### src/hdl/cesd_pkg.sv
// Shared types, character constants and helper functions of the escape decoder.
package cesd_pkg;

  // Character codes
  localparam logic [7:0] CH_NUL    = 8'h00;
  localparam logic [7:0] CH_0      = 8'h30;
  localparam logic [7:0] CH_7      = 8'h37;
  localparam logic [7:0] CH_9      = 8'h39;
  localparam logic [7:0] CH_UA     = 8'h41;
  localparam logic [7:0] CH_UF     = 8'h46;
  localparam logic [7:0] CH_BSLASH = 8'h5C;
  localparam logic [7:0] CH_LA     = 8'h61;
  localparam logic [7:0] CH_LF     = 8'h66;
  localparam logic [7:0] CH_X      = 8'h78;
  localparam logic [7:0] CH_N      = 8'h6E;
  localparam logic [7:0] CH_V      = 8'h76;
  localparam logic [7:0] CH_R      = 8'h72;
  localparam logic [7:0] CH_T      = 8'h74;

  // Control codes produced by the letter escapes
  localparam logic [7:0] CC_BEL = 8'd7;
  localparam logic [7:0] CC_TAB = 8'd9;
  localparam logic [7:0] CC_LF  = 8'd10;
  localparam logic [7:0] CC_VT  = 8'd11;
  localparam logic [7:0] CC_FF  = 8'd12;
  localparam logic [7:0] CC_CR  = 8'd13;

  localparam int unsigned MAX_RESULTS = 3;

  typedef enum logic [4:0] {
    MODE_TEXT     = 5'b00001,
    MODE_ESC      = 5'b00010,
    MODE_HEXSTART = 5'b00100,
    MODE_HEX      = 5'b01000,
    MODE_OCT      = 5'b10000
  } mode_t;

  // Results caused by one input character, in emission order
  typedef struct packed {
    logic [1:0]                   cnt;
    logic [MAX_RESULTS-1:0][7:0]  bytes;
    logic [MAX_RESULTS-1:0]       ends;
  } bundle_t;

  // Append one result to a bundle
  function automatic bundle_t push(bundle_t b, logic [7:0] v, logic e);
    bundle_t r;
    r = b;
    r.bytes[b.cnt] = v;
    r.ends[b.cnt]  = e;
    r.cnt          = b.cnt + 2'd1;
    return r;
  endfunction

  function automatic logic is_oct(logic [7:0] c);
    return (c inside {[CH_0:CH_7]});
  endfunction

  function automatic logic is_hex(logic [7:0] c);
    return (c inside {[CH_0:CH_9], [CH_UA:CH_UF], [CH_LA:CH_LF]});
  endfunction

  // Digit value of a hex character already known to be one
  function automatic logic [3:0] hex_val(logic [7:0] c);
    return (c inside {[CH_0:CH_9]}) ? c[3:0] : c[3:0] + 4'd9;
  endfunction

  function automatic logic [7:0] map_escape(logic [7:0] c);
    logic [7:0] r;
    case (c)
      CH_N:    r = CC_LF;
      CH_LA:   r = CC_BEL;
      CH_V:    r = CC_VT;
      CH_R:    r = CC_CR;
      CH_T:    r = CC_TAB;
      CH_LF:   r = CC_FF;
      default: r = c;
    endcase
    return r;
  endfunction

endpackage

### src/hdl/c_escape_sequence_decoder.sv
// Top level of the C string escape decoder: front parser, bundle queue, result serializer.
//
//   channel | direction | handshake          | fields
//   --------+-----------+--------------------+-----------------------------------
//   input   | in        | in_valid/in_stall  | ch[7:0], last
//   output  | out       | out_valid/out_stall| out_byte[7:0], string_end, run_last
//
// Flow: one character is taken per cycle while in_stall is low; the front parses it
// in that cycle and queues the bundle of one to three results it causes, or nothing
// if it causes none. The back end hands out one result word per cycle while out_stall
// is low, so the sustained rate is set by the serializer. A result word reaches the
// outputs through the queue entry and then the back end's current-bundle register.
// Stalls: in_stall rises only while the QUEUE_DEPTH-entry bundle queue is full.
// Reset: rst (synchronous) returns the parser to text mode and empties the queue.
module c_escape_sequence_decoder #(
  parameter int QUEUE_DEPTH = 4
) (
  input  logic       clk,
  input  logic       rst,
  input  logic       in_valid,
  output logic       in_stall,
  input  logic [7:0] ch,
  input  logic       last,
  output logic       out_valid,
  input  logic       out_stall,
  output logic [7:0] out_byte,
  output logic       string_end,
  output logic       run_last
);

  cesd_pkg::bundle_t front_bundle, q_data;
  logic              accept, push, q_full, q_empty, q_pop;

  // Hold the input while the queue has no room
  assign in_stall = q_full;
  assign accept   = in_valid && !in_stall;

  cesd_front u_front (
    .clk    (clk),
    .rst    (rst),
    .accept (accept),
    .ch     (ch),
    .last   (last),
    .push   (push),
    .bundle (front_bundle)
  );

  cesd_queue #(
    .DEPTH (QUEUE_DEPTH)
  ) u_queue (
    .clk       (clk),
    .rst       (rst),
    .push      (push),
    .push_data (front_bundle),
    .full      (q_full),
    .pop       (q_pop),
    .pop_data  (q_data),
    .empty     (q_empty)
  );

  cesd_back u_back (
    .clk        (clk),
    .rst        (rst),
    .q_empty    (q_empty),
    .q_data     (q_data),
    .q_pop      (q_pop),
    .out_valid  (out_valid),
    .out_stall  (out_stall),
    .out_byte   (out_byte),
    .string_end (string_end),
    .run_last   (run_last)
  );

endmodule

### src/hdl/cesd_front.sv
// Front end: parses each character and produces the bundle of results it causes.
module cesd_front (
  input  logic              clk,
  input  logic              rst,
  input  logic              accept,
  input  logic [7:0]        ch,
  input  logic              last,
  output logic              push,
  output cesd_pkg::bundle_t bundle
);

  cesd_pkg::mode_t mode, mode_next;
  logic [7:0]      digit_value, digit_value_next;

  always_comb begin
    cesd_pkg::bundle_t b;
    logic              ended;
    logic              do_text;
    b                = '0;
    ended            = 1'b0;
    do_text          = 1'b0;
    mode_next        = mode;
    digit_value_next = digit_value;

    case (mode)
      cesd_pkg::MODE_ESC: begin
        if (ch == cesd_pkg::CH_NUL) begin
          // trailing backslash: drop it, close the string
          b                = cesd_pkg::push(b, cesd_pkg::CH_NUL, 1'b1);
          mode_next        = cesd_pkg::MODE_TEXT;
          digit_value_next = '0;
          ended            = 1'b1;
        end else if (ch == cesd_pkg::CH_X) begin
          mode_next = cesd_pkg::MODE_HEXSTART;
        end else if (cesd_pkg::is_oct(ch)) begin
          digit_value_next = {5'd0, ch[2:0]};
          mode_next        = cesd_pkg::MODE_OCT;
        end else begin
          b         = cesd_pkg::push(b, cesd_pkg::map_escape(ch), 1'b0);
          mode_next = cesd_pkg::MODE_TEXT;
        end
      end
      cesd_pkg::MODE_HEXSTART: begin
        if (cesd_pkg::is_hex(ch)) begin
          digit_value_next = {4'd0, cesd_pkg::hex_val(ch)};
          mode_next        = cesd_pkg::MODE_HEX;
        end else begin
          b       = cesd_pkg::push(b, cesd_pkg::CH_X, 1'b0);
          do_text = 1'b1;
        end
      end
      cesd_pkg::MODE_HEX: begin
        if (cesd_pkg::is_hex(ch)) begin
          digit_value_next = {digit_value[3:0], cesd_pkg::hex_val(ch)};
        end else begin
          b                = cesd_pkg::push(b, digit_value, 1'b0);
          digit_value_next = '0;
          do_text          = 1'b1;
        end
      end
      cesd_pkg::MODE_OCT: begin
        if (cesd_pkg::is_oct(ch)) begin
          digit_value_next = {digit_value[4:0], ch[2:0]};
        end else begin
          b                = cesd_pkg::push(b, digit_value, 1'b0);
          digit_value_next = '0;
          do_text          = 1'b1;
        end
      end
      default: begin
        do_text = 1'b1;
      end
    endcase

    // handle the character as plain text
    if (do_text) begin
      mode_next = cesd_pkg::MODE_TEXT;
      if (ch == cesd_pkg::CH_NUL) begin
        b                = cesd_pkg::push(b, cesd_pkg::CH_NUL, 1'b1);
        digit_value_next = '0;
        ended            = 1'b1;
      end else if (ch == cesd_pkg::CH_BSLASH) begin
        mode_next = cesd_pkg::MODE_ESC;
      end else begin
        b = cesd_pkg::push(b, ch, 1'b0);
      end
    end

    // length limit reached: flush anything pending, then terminate
    if (last && !ended) begin
      if (mode_next == cesd_pkg::MODE_HEX || mode_next == cesd_pkg::MODE_OCT) begin
        b = cesd_pkg::push(b, digit_value_next, 1'b0);
      end else if (mode_next == cesd_pkg::MODE_HEXSTART) begin
        b = cesd_pkg::push(b, cesd_pkg::CH_X, 1'b0);
      end
      b                = cesd_pkg::push(b, cesd_pkg::CH_NUL, 1'b1);
      mode_next        = cesd_pkg::MODE_TEXT;
      digit_value_next = '0;
    end

    bundle = b;
  end

  assign push = accept && (bundle.cnt != 2'd0);

  always_ff @(posedge clk) begin
    if (rst) begin
      mode        <= cesd_pkg::MODE_TEXT;
      digit_value <= '0;
    end else if (accept) begin
      mode        <= mode_next;
      digit_value <= digit_value_next;
    end
  end

endmodule

### src/hdl/cesd_queue.sv
// Short register queue of result bundles between front and back end.
module cesd_queue #(
  parameter int DEPTH = 4
) (
  input  logic              clk,
  input  logic              rst,
  input  logic              push,
  input  cesd_pkg::bundle_t push_data,
  output logic              full,
  input  logic              pop,
  output cesd_pkg::bundle_t pop_data,
  output logic              empty
);

  localparam int AW = (DEPTH > 1) ? $clog2(DEPTH) : 1;
  localparam int CW = $clog2(DEPTH + 1);
  localparam logic [AW-1:0] LAST_PTR = AW'(DEPTH - 1);
  localparam logic [CW-1:0] FULL_CNT = CW'(DEPTH);

  cesd_pkg::bundle_t entries [DEPTH];
  logic [AW-1:0]     wr_ptr, rd_ptr;
  logic [CW-1:0]     count;
  logic              do_push, do_pop;

  assign full     = (count == FULL_CNT);
  assign empty    = (count == '0);
  assign do_push  = push && !full;
  assign do_pop   = pop && !empty;
  assign pop_data = entries[rd_ptr];

  always_ff @(posedge clk) begin
    if (do_push) begin
      entries[wr_ptr] <= push_data;
    end
  end

  always_ff @(posedge clk) begin
    if (rst) begin
      wr_ptr <= '0;
      rd_ptr <= '0;
      count  <= '0;
    end else begin
      if (do_push) begin
        wr_ptr <= (wr_ptr == LAST_PTR) ? '0 : wr_ptr + 1'b1;
      end
      if (do_pop) begin
        rd_ptr <= (rd_ptr == LAST_PTR) ? '0 : rd_ptr + 1'b1;
      end
      case ({do_push, do_pop})
        2'b10:   count <= count + 1'b1;
        2'b01:   count <= count - 1'b1;
        default: count <= count;
      endcase
    end
  end

endmodule

### src/hdl/cesd_back.sv
// Back end: takes bundles from the queue and delivers their results one word a cycle while out_stall is low.
module cesd_back (
  input  logic              clk,
  input  logic              rst,
  input  logic              q_empty,
  input  cesd_pkg::bundle_t q_data,
  output logic              q_pop,
  output logic              out_valid,
  input  logic              out_stall,
  output logic [7:0]        out_byte,
  output logic              string_end,
  output logic              run_last
);

  cesd_pkg::bundle_t cur;
  logic              cur_valid;
  logic [1:0]        idx;
  logic              out_fire, done;

  assign run_last  = (idx == cur.cnt - 2'd1);
  assign out_fire  = cur_valid && !out_stall;
  assign done      = out_fire && run_last;
  assign q_pop     = !q_empty && (!cur_valid || done);
  assign out_valid = cur_valid;
  assign out_byte  = cur.bytes[idx];
  assign string_end = cur.ends[idx];

  always_ff @(posedge clk) begin
    if (q_pop) begin
      cur <= q_data;
    end
  end

  always_ff @(posedge clk) begin
    if (rst) begin
      cur_valid <= 1'b0;
      idx       <= '0;
    end else if (q_pop) begin
      cur_valid <= 1'b1;
      idx       <= '0;
    end else if (done) begin
      cur_valid <= 1'b0;
      idx       <= '0;
    end else if (out_fire) begin
      idx <= idx + 2'd1;
    end
  end

endmodule
### config.mk
export PLATFORM = sky130hd
export DESIGN_NAME = c_escape_sequence_decoder
export DESIGN_NICKNAME = d
export VERILOG_FILES = /design/src/hdl/cesd_pkg.sv /design/src/hdl/c_escape_sequence_decoder.sv /design/src/hdl/cesd_front.sv /design/src/hdl/cesd_queue.sv /design/src/hdl/cesd_back.sv
export SDC_FILE = /design/constraint.sdc
export NUM_CORES = 1
export LEC_CHECK = 0
export BUFFER_PORTS_ARGS = -buffer_cell sky130_fd_sc_hd__buf_2
export CAP_MARGIN = 5
export CORE_ASPECT_RATIO = 1.2
export CORE_MARGIN = 3
export CORE_UTILIZATION = 30
export CTS_CLUSTER_SIZE = 16
export DETAILED_ROUTE_END_ITERATION = 7
export RECOVER_POWER = 50
export SLEW_MARGIN = 20
export SYNTH_ARGS = -nofsm -noshare
export SYNTH_HDL_FRONTEND = slang
export SYNTH_SLANG_ARGS = --single-unit
export TNS_END_PERCENT = 1
### constraint.sdc
create_clock -name clk -period 5.1 [get_ports clk]
set_input_delay 0.255 -clock clk [delete_from_list [all_inputs] [get_ports clk]]
set_output_delay 0.255 -clock clk [all_outputs]
set_load 0.02 [all_outputs]
==> results of run 1 <==
-- flip-flops by register name (all words and copies together) (netlist names) --
| register | flops |
|---|---|
| u_back.cur | 29 |
| u_back.idx | 2 |
| u_back.out_valid | 1 |
| u_front.digit_value | 8 |
| u_front.mode | 5 |
| u_queue.count | 3 |
| u_queue.entries | 116 |
| u_queue.rd_ptr | 2 |
| u_queue.wr_ptr | 2 |
-- cell type report --
| cell class | instances | area (um2) | share of cell area |
|---|---|---|---|
| multi-input cells | 374 | 2935 | 0.3226 |
| clock buffers | 17 | 425.4 | 0.04675 |
| clock inverters | 15 | 177.7 | 0.01953 |
| well taps | 330 | 412.9 | 0.04538 |
| repair buffers | 42 | 267.8 | 0.02943 |
| inverters | 17 | 63.81 | 0.007013 |
| flip-flops and latches | 168 | 4816 | 0.5293 |
-- cell usage after synthesis (all sizes together) (3+ instances only) --
library cell,instances,share of area
and2,9,0.0081
o211ai,3,0.0028
nor2,39,0.018
a31oi,5,0.0039
a22o,3,0.0033
nand2,62,0.030
a221oi,3,0.0033
inv,17,0.0080
a21oi,24,0.016
o21bai,3,0.0028
a22oi,10,0.0094
a211oi,4,0.0038
nor3b,4,0.0052
ha,18,0.028
o31ai,4,0.0038
dfxtp,23,0.058
or3,4,0.0031
xor2,4,0.0044
mux2i,14,0.018
and3,9,0.0070
a222oi,7,0.0088
nand3b,3,0.0028
nor4,4,0.0031
clkbuf,18,0.010
a32oi,3,0.0033
nand2b,9,0.0070
nand4,6,0.0047
a21o,3,0.0030
nor3,12,0.0081
mux4,29,0.082
o21ai,32,0.020
buf,11,0.010
nor2b,4,0.0031
a31o,4,0.0044
edfxtp,145,0.54
nand3,6,0.0038
-- routing by layer --
metal	vias to the layer above	part of all wire	global-route usage	wire length [um]
li1	2362	-	-	-
met1	2485	0.42	0.1529	7179
met2	165	0.52	0.2211	8964
met3	24	0.045	0.02314	782
met4	0	0.021	0.04629	363
met5	-	0	0	0
-- metrics by stage --
stage | instances | hold WS (ps) | instance area [um2]
after detailed placement | 931 | 481.4 | 8541
final | 963 | 171.4 | 9099
after CTS | 963 | 159.8 | 9144
after global routing | 963 | 177.8 | 9099
after global placement | 931 | 479.2 | 8541
after floorplan | 589 | 437.5 | 7993
-- power by group --
part	total (W)	leakage [nW]	internal (W)	switching, W
logic	0.000845	1.14	0.000335	0.000511
clock network	0.00126	0.296	0.000702	0.000559
registers	0.00186	1.57	0.00179	0.0000642
total	0.00397	3.00	0.00283	0.00113
-- worst max-delay path: cells and delay by family, from the launching register on --
family	cells	cell delay [ps]
buffers and inverters	3	210
and+or+nand+nor	6	1470
xor gates and xnor gates	1	160
AOI/OAI and AO/OA	6	1110
DFF	1	410
adders and majority gates	5	1270
-- kinds of logic (layout without fill, tap and decap cells) --
family / count (synthesis) / count (layout)
AND/OR/NAND/NOR: 183 / 183
XOR/XNOR: 5 / 5
multiplexers: 44 / 44
flip-flops: 168 / 168
AO/OA/AOI/OAI: 123 / 123
buffers and inverters: 47 / 91
adder cells (fa/ha/maj): 19 / 19
-- cell usage in the layout (no fill, tap or decap), drive strengths merged, types with 18 or more instances in the layout --
cell type,netlist,layout
nand2,62,62
edfxtp,145,145
dfxtp,23,23
inv,17,25
mux4,29,29
nor2,39,39
buf,11,24
o21ai,32,32
ha,18,18
clkbuf,18,35
a21oi,24,24
-- worst min-delay path by stage --
stage	start	to
finish	in_valid	u_front.mode[0]$_SDFFE_PP1P_
global route	in_valid	u_front.mode[0]$_SDFFE_PP1P_
CTS	in_valid	u_front.mode[0]$_SDFFE_PP1P_
detailed placement	u_front.digit_value[6]$_SDFFE_PP0P_	u_front.digit_value[6]$_SDFFE_PP0P_
global placement	u_front.digit_value[5]$_SDFFE_PP0P_	u_front.digit_value[5]$_SDFFE_PP0P_
floorplan	in_valid	u_front.mode[0]$_SDFFE_PP1P_
==> impl_metrics.prom, run 1 <==
# TYPE chip_impl_metric gauge
chip_impl_metric{name="rrSetupSlack",unit="ps"} 400
chip_impl_metric{name="clock.fmax",unit="MHz"} 212.9
chip_impl_metric{name="dp_worst_setup_slack",unit="ps"} 209.6
chip_impl_metric{name="worst_hold_path.num_cells",unit=""} 3
chip_impl_metric{name="timing.slew.headroom",unit=""} -0.7352
chip_impl_info{name="tritoncts",value="built"} 1
chip_impl_metric{name="critical_path_peak_fanout",unit=""} 9
chip_impl_metric{name="timing.final.crit_share",unit=""} 0.9212
chip_impl_metric{name="cts_hold_repair.buffers",unit=""} 0
chip_impl_metric{name="finalCriticalPeriod",unit="ps"} 4698
chip_impl_info{name="crit_slowest_cell",value="or3b_2"} 1
chip_impl_metric{name="start_util",unit=""} 0.3090
chip_impl_metric{name="ff2ff_path_depth",unit=""} 21
chip_impl_metric{name="detail_route.wirelength",unit="um"} 17290
chip_impl_metric{name="avgRoutedWirePerCell",unit="um"} 17.95
chip_impl_info{name="rsz0062_at_grt",value="no"} 1
chip_impl_metric{name="layout.filler_cells",unit=""} 2506
chip_impl_metric{name="yosys_warnings",unit=""} 0
chip_impl_metric{name="drt_pass1_iterations",unit=""} 6
chip_impl_metric{name="synth.net_count",unit=""} 621
chip_impl_metric{name="synthesized_area_divided_by_synthesized_cell_count",unit="um2"} 13.57
chip_impl_info{name="status",value="complete, but fails checks"} 1
chip_impl_metric{name="power_density",unit="nW/um2"} 435.9
chip_impl_info{name="cell_repeated_most_along_the_worst_path",value="ha_1"} 1
chip_impl_metric{name="ys_seq_elements",unit=""} 168
chip_impl_metric{name="tns",unit="ps"} 0
chip_impl_metric{name="yosys.area_share.xor_xnor",unit=""} 0.005479
chip_impl_info{name="path_class",value="reg -> reg"} 1
chip_impl_info{name="startpoint_of_the_worst_register_to_register_path",value="u_front.mode[2]$_SDFFE_PP0P_"} 1
chip_impl_info{name="cp-startpoint",value="u_front.mode[2]$_SDFFE_PP0P_"} 1
chip_impl_metric{name="gpl.final_weighted_congestion",unit=""} 0.9390
chip_impl_metric{name="finClkSkew",unit="ps"} 12.45
chip_impl_metric{name="synth_sequential_area_ratio",unit=""} 0.6024
chip_impl_metric{name="die_y",unit="um"} 184.8
chip_impl_metric{name="max-clock-path-buffers",unit=""} 2
chip_impl_metric{name="drv_cap",unit=""} 2
chip_impl_metric{name="fin_ws",unit="ps"} 402.0
chip_impl_metric{name="post_synth_inst_count",unit=""} 589
chip_impl_metric{name="grt_max_degree",unit=""} 35
chip_impl_metric{name="tightestPinTransition",unit="ps"} 2603
chip_impl_metric{name="leakage",unit="nW"} 2.998
chip_impl_metric{name="place_hpwl",unit="um"} 12010
chip_impl_info{name="hold_path_class",value="in -> reg"} 1
chip_impl_metric{name="core.rowCount",unit=""} 64
chip_impl_metric{name="ios",unit=""} 25
chip_impl_metric{name="finalHoldViolCount",unit=""} 0
chip_impl_metric{name="num_vias",unit=""} 5036
chip_impl_metric{name="portBuffers",unit=""} 24
chip_impl_metric{name="grt_pass1_wl",unit="um"} 27970
chip_impl_info{name="violations",value="max-capacitance violations, max-slew violations"} 1
chip_impl_metric{name="post_synth_cell_types",unit=""} 75
chip_impl_info{name="list_of_cells_traversed_by_the_critical_path",value="or3b_2 -> a211oi_1 -> and2_2 -> or3_1 -> ha_1 -> a21oi_1 -> a2bb2oi_4 -> ha_1 -> nand2_1 -> nand2_1 -> inv_1 -> ha_1 -> o311a_1 -> a311oi_4 -> inv_1 -> ha_1 -> inv_1 -> fa_1 -> xor2_1 -> or3_1 -> a21oi_1"} 1
chip_impl_metric{name="global_route.overflow_total",unit=""} 0
chip_impl_metric{name="power.ir.vdd_worst",unit="uV"} 233.1
chip_impl_metric{name="area_share_of_fa_ha_maj_cells_after_synthesis",unit=""} 0.03068
chip_impl_metric{name="grt_pass1_vias",unit=""} 5041
chip_impl_info{name="clockRootBuffer",value="clkbuf_16"} 1
chip_impl_metric{name="finalMaxSlewViolations",unit=""} 68
chip_impl_metric{name="grt_use_total",unit=""} 0.1252
chip_impl_metric{name="final-setup-viol-count",unit=""} 0
chip_impl_metric{name="async_flop_share",unit=""} 0
chip_impl_metric{name="cts-buffers-inserted",unit=""} 17
chip_impl_metric{name="synth.mux.area_fraction",unit=""} 0.1011
chip_impl_metric{name="viasPerCell",unit=""} 5.229
chip_impl_metric{name="post_route_cells_drive_above_1_share",unit=""} 0.1785
chip_impl_metric{name="antenna_found_initial",unit=""} 0
chip_impl_metric{name="synth_enable_flop_cells",unit=""} 145
chip_impl_metric{name="area_growth_syn_to_layout",unit="%"} 13.84
chip_impl_info{name="critical_path.endpoint_type",value="register"} 1
chip_impl_metric{name="clk-insertion-delay-late",unit="ps"} 420
chip_impl_metric{name="worst_path_required",unit="ps"} 5450
chip_impl_metric{name="postLayoutCoreUtil",unit=""} 0.3518
chip_impl_metric{name="floorplan.core_area",unit="um2"} 25860
chip_impl_metric{name="detail_route.drc_violations",unit=""} 0
chip_impl_metric{name="die_width",unit="um"} 155
chip_impl_metric{name="critical_path_arrival",unit="ps"} 5050
chip_impl_metric{name="antenna_cells_inserted",unit=""} 0
chip_impl_metric{name="clock-sinks",unit=""} 168
chip_impl_metric{name="syn_area",unit="um2"} 7993
chip_impl_metric{name="num-nets-final",unit=""} 652
chip_impl_info{name="r2r-end",value="u_queue.count[2]$_SDFFE_PP0P_"} 1
chip_impl_metric{name="synth_compound_gate_area_share",unit=""} 0.1105
chip_impl_metric{name="die_area",unit="um2"} 28640
chip_impl_metric{name="postRouteAntennaNets",unit=""} 0
chip_impl_info{name="timing.critical_path.from_type",value="register"} 1
chip_impl_metric{name="cp_slowest_stage_delay",unit="ps"} 550
chip_impl_info{name="endpoint",value="u_queue.count[2]$_SDFFE_PP0P_"} 1
chip_impl_metric{name="yosys.area_share.simple",unit=""} 0.1202
chip_impl_metric{name="cts.repair_timing.setup_buffer_count",unit=""} 0
chip_impl_info{name="largest_family_of_logic_cells_by_synthesized_area",value="simple AND/OR/NAND/NOR gates"} 1
chip_impl_metric{name="clkTransAtPathRegs",unit="ps"} 70
chip_impl_info{name="postSynth.topFlopCell",value="edfxtp_1"} 1
chip_impl_metric{name="postCtsResizedCells",unit=""} 0
chip_impl_metric{name="htree_num_levels",unit=""} 4
chip_impl_metric{name="total_power",unit="W"} 0.003966
chip_impl_metric{name="detail_route.iter0.violations",unit=""} 572
Power figures use the tool's default switching activity.
==> run 2, diff against run 1 <==
REMOVE_ABC_BUFFERS = 1   (was default)
==> impl_metrics.prom, run 2 (synthesis gave the netlist of run 1 again) <==
# TYPE chip_impl_metric gauge
chip_impl_info{name="status",value="complete, but fails checks"} 1
chip_impl_info{name="violations",value="max-capacitance violations, max-slew violations"} 1
chip_impl_metric{name="num-nets-final",unit=""} 652
chip_impl_metric{name="critical_path_arrival",unit="ps"} 5050
chip_impl_metric{name="grt_max_degree",unit=""} 34
chip_impl_metric{name="max-clock-path-buffers",unit=""} 2
chip_impl_metric{name="grt_pass1_vias",unit=""} 4970
chip_impl_metric{name="final-setup-viol-count",unit=""} 0
chip_impl_metric{name="clk-insertion-delay-late",unit="ps"} 420
chip_impl_metric{name="multi_input_gate_area_in_the_final_layout",unit="um2"} 2920
chip_impl_metric{name="avgRoutedWirePerCell",unit="um"} 18.27
chip_impl_info{name="rsz0062_at_grt",value="no"} 1
chip_impl_metric{name="post_route_cells_drive_above_1_share",unit=""} 0.1754
chip_impl_metric{name="ios",unit=""} 25
chip_impl_info{name="routed.top_layer",value="met4"} 1
chip_impl_metric{name="detail_route.iter0.violations",unit=""} 428
chip_impl_metric{name="register_area",unit="um2"} 4815
chip_impl_metric{name="global_route.overflow_total",unit=""} 0
chip_impl_metric{name="detail_route.drc_violations",unit=""} 0
chip_impl_info{name="most_common_library_cell_in_the_layout_ignoring_fill_and_taps",value="edfxtp_1"} 1
chip_impl_metric{name="leakage",unit="nW"} 2.990
chip_impl_metric{name="postLayoutCoreUtil",unit=""} 0.3514
chip_impl_metric{name="finalCriticalPeriod",unit="ps"} 4693
chip_impl_metric{name="viasPerCell",unit=""} 5.197
chip_impl_info{name="layout.cells.most_common_list",value="edfxtp_1, nand2_1, nor2_1"} 1
chip_impl_metric{name="tightestPinTransition",unit="ps"} 2661
chip_impl_metric{name="finalMaxSlewViolations",unit=""} 67
chip_impl_metric{name="area_growth_syn_to_layout",unit="%"} 13.71
chip_impl_metric{name="place_hpwl",unit="um"} 12170
chip_impl_metric{name="largest_register_ff_count",unit=""} 116
chip_impl_metric{name="fin_ws",unit="ps"} 406.9
chip_impl_metric{name="m1WireLength",unit="um"} 7610
chip_impl_metric{name="rrSetupSlack",unit="ps"} 410
chip_impl_metric{name="met3RoutedLength",unit="um"} 572
chip_impl_metric{name="clkTransAtPathRegs",unit="ps"} 80
chip_impl_metric{name="power_density",unit="nW/um2"} 436.0
chip_impl_metric{name="drt_pass1_iterations",unit=""} 5
chip_impl_metric{name="grt_use_total",unit=""} 0.1245
chip_impl_metric{name="postRouteAntennaNets",unit=""} 0
chip_impl_metric{name="htree_num_levels",unit=""} 4
chip_impl_metric{name="worst_path_required",unit="ps"} 5460
chip_impl_metric{name="die_width",unit="um"} 155
chip_impl_metric{name="portBuffers",unit=""} 24
chip_impl_metric{name="drv_cap",unit=""} 2
chip_impl_metric{name="critical_path_peak_fanout",unit=""} 10
chip_impl_metric{name="finClkSkew",unit="ps"} 15.59
chip_impl_metric{name="antenna_cells_inserted",unit=""} 0
chip_impl_info{name="r2r-end",value="u_queue.count[2]$_SDFFE_PP0P_"} 1
chip_impl_metric{name="start_util",unit=""} 0.3090
chip_impl_metric{name="dp_worst_setup_slack",unit="ps"} 134.5
chip_impl_info{name="hold_path_startpoint",value="in_valid"} 1
chip_impl_metric{name="detail_route.wirelength",unit="um"} 17590
chip_impl_metric{name="worst_hold_path.num_cells",unit=""} 3
chip_impl_metric{name="clock-sinks",unit=""} 168
chip_impl_info{name="critical_path.endpoint_type",value="register"} 1
chip_impl_info{name="top_regs",value="u_queue.entries (116), u_back.cur (29), u_front.digit_value (8)"} 1
chip_impl_metric{name="finalHoldViolCount",unit=""} 0
chip_impl_info{name="largest-register",value="u_queue.entries"} 1
chip_impl_info{name="crit_slowest_cell",value="o21ai_0"} 1
chip_impl_info{name="clockRootBuffer",value="clkbuf_16"} 1
chip_impl_info{name="hold_path_class",value="in -> reg"} 1
chip_impl_metric{name="cp_slowest_stage_delay",unit="ps"} 690
chip_impl_metric{name="grt_pass1_wl",unit="um"} 27810
chip_impl_metric{name="layout.filler_cells",unit=""} 2514
chip_impl_metric{name="timing.slew.headroom",unit=""} -0.7737
chip_impl_info{name="tritoncts",value="built"} 1
chip_impl_metric{name="power.ir.vdd_worst",unit="uV"} 237.8
chip_impl_info{name="worstHoldEndpoint",value="u_front.mode[0]$_SDFFE_PP1P_"} 1
chip_impl_metric{name="cts_hold_repair.buffers",unit=""} 0
chip_impl_info{name="timing.critical_path.from_type",value="register"} 1
chip_impl_metric{name="antenna_found_initial",unit=""} 0
chip_impl_metric{name="gpl.final_weighted_congestion",unit=""} 0.9163
chip_impl_metric{name="cts.repair_timing.setup_buffer_count",unit=""} 0
chip_impl_metric{name="ff2ff_path_depth",unit=""} 18
chip_impl_metric{name="die_y",unit="um"} 184.8
chip_impl_metric{name="die_area",unit="um2"} 28640
chip_impl_metric{name="floorplan.core_area",unit="um2"} 25860
chip_impl_metric{name="num_vias",unit=""} 5005
chip_impl_metric{name="routed-wl-met2",unit="um"} 9041
chip_impl_info{name="list_of_cells_traversed_by_the_critical_path",value="or3b_2 -> o21ai_0 -> a211oi_1 -> or2_2 -> ha_1 -> nand2_1 -> nand2_1 -> inv_1 -> ha_1 -> o311a_1 -> a311oi_1 -> inv_1 -> ha_1 -> inv_1 -> fa_1 -> xor2_1 -> or3_1 -> a21oi_1"} 1
chip_impl_metric{name="core.rowCount",unit=""} 64
chip_impl_info{name="startpoint_of_the_worst_register_to_register_path",value="u_front.mode[1]$_SDFFE_PP0P_"} 1
chip_impl_metric{name="tns",unit="ps"} 0
chip_impl_info{name="path_class",value="reg -> reg"} 1
chip_impl_metric{name="postCtsResizedCells",unit=""} 0
chip_impl_metric{name="total_power",unit="W"} 0.003962
chip_impl_metric{name="cts-buffers-inserted",unit=""} 17
chip_impl_metric{name="clock.fmax",unit="MHz"} 213.1
chip_impl_metric{name="timing.final.crit_share",unit=""} 0.9202
## run 2: how the worst max path moves through the flow
| stage | startpoint | endpoint | cells past startpoint |
|---|---|---|---|
| after floorplan | ch[0] | u_queue.count[2]$_SDFFE_PP0P_ | 23 |
| after global placement | ch[1] | u_queue.count[2]$_SDFFE_PP0P_ | 24 |
| after detailed placement | ch[1] | u_queue.count[2]$_SDFFE_PP0P_ | 24 |
| after CTS | u_front.mode[3]$_SDFFE_PP0P_ | u_queue.count[2]$_SDFFE_PP0P_ | 21 |
| after global routing | u_front.mode[3]$_SDFFE_PP0P_ | u_queue.count[2]$_SDFFE_PP0P_ | 21 |
| final | u_front.mode[1]$_SDFFE_PP0P_ | u_queue.count[2]$_SDFFE_PP0P_ | 18 |
## run 2: area by class of cell
cell class	count	share of cell area
sequential	168	0.5297
multi-input combinational	374	0.3213
clock buffer	17	0.04681
tap	330	0.04543
timing repair buffer	42	0.02974
clock inverter	15	0.01996
inverter	17	0.007021
## run 2: metrics by stage
stage	area (um2)	hold WS (ps)	cells
2_1_floorplan	7820	324.1	559
3_3_place_gp	8539	468.9	931
3_5_place_dp	8539	477.6	931
4_1_cts	9146	162.2	963
5_1_grt	9089	173.2	963
6_report	9089	172.5	963
## run 2: where the power goes
part	internal [W]	total [W]	leakage [nW]	switching, W
combinational	0.000333	0.000844	1.14	0.000512
clock	0.000664	0.00126	0.289	0.000600
sequential	0.00179	0.00185	1.57	0.0000612
## run 2: metal layers
layer,vias up,track usage
met5,-,0
met4,0,0.05159
met3,18,0.01706
met2,132,0.2146
met1,2501,0.1581
li1,2354,-
## run 2: critical path, delay by kind of cell (launching register included)
kind	cells	cell delay, ps
and+or+nand+nor	5	1340
AOI/OAI and AO/OA	5	1260
adders and majority gates	4	1170
DFF	1	490
buffers and inverters	3	210
xor gates and xnor gates	1	160
==> run 3, diff against run 2 <==
ABC_AREA = 1   (was default)
CTS_BUF_LIST = sky130_fd_sc_hd__clkbuf_8 sky130_fd_sc_hd__clkbuf_16   (was default)
==> impl_metrics.prom, run 3 <==
# TYPE chip_impl_metric gauge
chip_impl_metric{name="postRouteAntennaNets",unit=""} 0
chip_impl_info{name="tritoncts",value="built"} 1
chip_impl_metric{name="tightestPinTransition",unit="ps"} 1726
chip_impl_info{name="crit_slowest_cell",value="fa_1"} 1
chip_impl_metric{name="viasPerCell",unit=""} 4.958
chip_impl_metric{name="largest_register_ff_count",unit=""} 116
chip_impl_metric{name="synth_sequential_area_ratio",unit=""} 0.5859
chip_impl_metric{name="htree_num_levels",unit=""} 4
chip_impl_metric{name="post_synth_inst_count",unit=""} 825
chip_impl_metric{name="yosys_warnings",unit=""} 0
chip_impl_metric{name="final-setup-viol-count",unit=""} 0
chip_impl_metric{name="power.ir.vdd_worst",unit="uV"} 229.6
chip_impl_metric{name="finClkSkew",unit="ps"} 8.015
chip_impl_info{name="rsz0062_at_grt",value="no"} 1
chip_impl_metric{name="synth_enable_flop_cells",unit=""} 145
chip_impl_metric{name="antenna_found_initial",unit=""} 0
chip_impl_metric{name="net-switching-power",unit="W"} 0.001263
chip_impl_metric{name="critical_path_peak_fanout",unit=""} 10
chip_impl_metric{name="num-nets-final",unit=""} 882
chip_impl_metric{name="cts_hold_repair.buffers",unit=""} 0
chip_impl_info{name="top_cells_by_count_synth",value="edfxtp_1, nor2_1, nand2_1, o21ai_0, inv_1"} 1
chip_impl_info{name="path_class",value="in -> reg"} 1
chip_impl_metric{name="num_vias",unit=""} 5940
chip_impl_metric{name="grt_pass1_wl",unit="um"} 31680
chip_impl_metric{name="grt_pass1_vias",unit=""} 5834
chip_impl_metric{name="comb_power_share",unit=""} 0.222
chip_impl_metric{name="timing.slew.headroom",unit=""} -0.1504
chip_impl_metric{name="worst-path-buf-inv",unit=""} 4
chip_impl_metric{name="finalCriticalPeriod",unit="ps"} 4432
chip_impl_metric{name="synth_top_cell_area_share",unit=""} 0.5298
chip_impl_metric{name="critical_path_arrival",unit="ps"} 4740
chip_impl_metric{name="post_synth_cell_types",unit=""} 43
chip_impl_info{name="top_regs",value="u_queue.entries (116), u_back.cur (29), u_front.digit_value (8)"} 1
chip_impl_info{name="clockRootBuffer",value="clkbuf_16"} 1
chip_impl_info{name="most_common_library_cell_in_the_layout_ignoring_fill_and_taps",value="edfxtp_1"} 1
chip_impl_info{name="synth_area_leader_cell",value="edfxtp_1"} 1
chip_impl_info{name="violations",value="max-capacitance violations, max-slew violations"} 1
chip_impl_metric{name="cts-buffers-inserted",unit=""} 17
chip_impl_metric{name="internal_power",unit="W"} 0.002693
chip_impl_metric{name="total_power",unit="W"} 0.003956
chip_impl_info{name="largest-register",value="u_queue.entries"} 1
chip_impl_info{name="timing.critical_path.from_type",value="input port"} 1
chip_impl_info{name="status",value="complete, but fails checks"} 1
chip_impl_metric{name="clock-sinks",unit=""} 168
chip_impl_info{name="cell_repeated_most_along_the_worst_path",value="ha_1"} 1
chip_impl_metric{name="p_sw_frac",unit=""} 0.3192
chip_impl_info{name="critical_path.top_delay_family",value="adder cells"} 1
chip_impl_metric{name="area_growth_syn_to_layout",unit="%"} 12.52
chip_impl_metric{name="die_y",unit="um"} 187.3
chip_impl_metric{name="start_util",unit=""} 0.3090
chip_impl_metric{name="detail_route.iter0.violations",unit=""} 513
chip_impl_metric{name="power_density",unit="nW/um2"} 427.9
chip_impl_info{name="critical_path.endpoint_type",value="register"} 1
chip_impl_metric{name="leakage",unit="nW"} 3.347
chip_impl_metric{name="die_width",unit="um"} 157.1
chip_impl_metric{name="post_route_cells_drive_above_1_share",unit=""} 0.1228
chip_impl_metric{name="cp_slowest_stage_delay",unit="ps"} 440
chip_impl_metric{name="postCtsResizedCells",unit=""} 0
chip_impl_metric{name="cts.repair_timing.setup_buffer_count",unit=""} 0
chip_impl_metric{name="ys_seq_elements",unit=""} 168
chip_impl_metric{name="yosys.area_share.simple",unit=""} 0.1950
chip_impl_metric{name="cell_area_after_layout",unit="um2"} 9246
chip_impl_metric{name="area_share_of_fa_ha_maj_cells_after_synthesis",unit=""} 0.02984
chip_impl_metric{name="async_flop_share",unit=""} 0
chip_impl_metric{name="syn_area",unit="um2"} 8218
chip_impl_metric{name="drv_cap",unit=""} 1
chip_impl_metric{name="detail_route.wirelength",unit="um"} 19850
chip_impl_metric{name="synth.mux.area_fraction",unit=""} 0
chip_impl_info{name="layout.cells.most_common_list",value="edfxtp_1, nor2_1, nand2_1"} 1
chip_impl_metric{name="clock_power_share",unit=""} 0.312
chip_impl_metric{name="postLayoutCoreUtil",unit=""} 0.3477
chip_impl_metric{name="finalMaxSlewViolations",unit=""} 30
chip_impl_metric{name="finalHoldViolCount",unit=""} 0
chip_impl_info{name="hold_path_class",value="in -> reg"} 1
chip_impl_metric{name="core.rowCount",unit=""} 65
chip_impl_metric{name="synthesized_area_divided_by_synthesized_cell_count",unit="um2"} 9.961
chip_impl_metric{name="clock.fmax",unit="MHz"} 225.6
chip_impl_metric{name="max-clock-path-buffers",unit=""} 2
chip_impl_metric{name="hold-worst-slack",unit="ps"} 141.5
chip_impl_metric{name="detail_route.drc_violations",unit=""} 0
chip_impl_metric{name="die_area",unit="um2"} 29420
chip_impl_metric{name="drt_pass1_iterations",unit=""} 7
chip_impl_metric{name="clkTransAtPathRegs",unit="ps"} 70
chip_impl_metric{name="synth_compound_gate_area_share",unit=""} 0.1355
chip_impl_metric{name="tns",unit="ps"} 0
chip_impl_metric{name="antenna_cells_inserted",unit=""} 0
chip_impl_info{name="postSynth.topFlopCell",value="edfxtp_1"} 1
chip_impl_metric{name="grt_max_degree",unit=""} 61
chip_impl_metric{name="yosys.area_share.xor_xnor",unit=""} 0.002132
chip_impl_metric{name="clk-insertion-delay-late",unit="ps"} 420
chip_impl_metric{name="worst_path_required",unit="ps"} 5400
chip_impl_metric{name="place_hpwl",unit="um"} 13770
chip_impl_metric{name="detailed_place.area",unit="um2"} 8737
chip_impl_metric{name="floorplan.core_area",unit="um2"} 26590
chip_impl_info{name="netlist_top_cells_area",value="edfxtp_1, dfxtp_1, o21ai_0"} 1
chip_impl_metric{name="avgRoutedWirePerCell",unit="um"} 16.57
chip_impl_info{name="synth_most_common_cell",value="edfxtp_1"} 1
chip_impl_metric{name="timing.final.crit_share",unit=""} 0.8690
chip_impl_metric{name="ios",unit=""} 25
chip_impl_metric{name="grt_use_total",unit=""} 0.1368
chip_impl_metric{name="gpl.final_weighted_congestion",unit=""} 0.9444
chip_impl_metric{name="portBuffers",unit=""} 24
chip_impl_metric{name="global_route.overflow_total",unit=""} 0
chip_impl_metric{name="sequentialPowerShare",unit=""} 0.466
chip_impl_info{name="largest_family_of_logic_cells_by_synthesized_area",value="simple AND/OR/NAND/NOR gates"} 1
==> run 3: cell types whose count changed after synthesis, sizes merged, moves of 21 or more <==
cell / delta
nor2: +81
o21ai: +69
inv: +67
nand2: +57
nand3: +54
o22ai: +31
mux4: -29
a21oi: +21
==> run 3: final cells by class <==
cell class	instances	area, um2
fill	2652	17350
sequential	168	4816
multi-input combinational	545	2958
clock buffer	17	425.4
tap	335	419.2
inverter	84	317.8
timing repair buffer	34	167.7
clock inverter	15	142.6
==> run 3: per-stage QoR <==
stage / setup slack (ps) / cells
6_report: 668.1 / 1198
5_1_grt: 190.2 / 1198
4_1_cts: 757.8 / 1198
3_5_place_dp: 402.2 / 1166
3_3_place_gp: 531.2 / 1166
2_1_floorplan: 432.8 / 797
==> run 3: kinds of logic after synthesis <==
family,after synthesis
xor+xnor,2
simple gates,323
fa+ha+maj,19
compound gates,201
flops,168
buf+inv,112
==> run 3: power by group through the flow <==
stage          Sequential [W]  Clock (W)  Combinational (W)
2_1_floorplan         0.00189          0           0.000547
4_1_cts               0.00184    0.00126           0.000919
6_report              0.00184    0.00123           0.000879
3_5_place_dp          0.00187          0           0.000916
5_1_grt               0.00187    0.00132            0.00100
3_3_place_gp          0.00187          0           0.000901
==> run 3: final timing paths <==
kind	from	endpoint	slack, ps	cells after the start
setup reg to reg	u_front.mode[0]$_SDFFE_PP1P_	u_queue.count[2]$_SDFFE_PP0P_	690	23
hold / removal	out_stall	u_back.idx[0]$_SDFFE_PP0P_	140	4
setup / recovery	ch[1]	u_queue.count[2]$_SDFFE_PP0P_	670	28
hold reg to reg	u_queue.count[0]$_SDFFE_PP0P_	u_queue.count[0]$_SDFFE_PP0P_	460	1
==> run 3: routing by layer <==
layer	global-route usage	wire length, um	up-vias
li1	-	-	2954
met1	0.1671	8467	2836
met2	0.2465	10450	124
met3	0.02037	615	26
met4	0.04140	315	0
met5	0	0	-
==> run 3: worst register-to-register path: cells and delay by family (launching register included) <==
family / cells / cell delay (ps)
AND/OR/NAND/NOR: 12 / 2070
adder cells (fa/ha/maj): 4 / 1000
AO/OA/AOI/OAI: 5 / 720
flip-flops: 1 / 330
buffers and inverters: 2 / 180
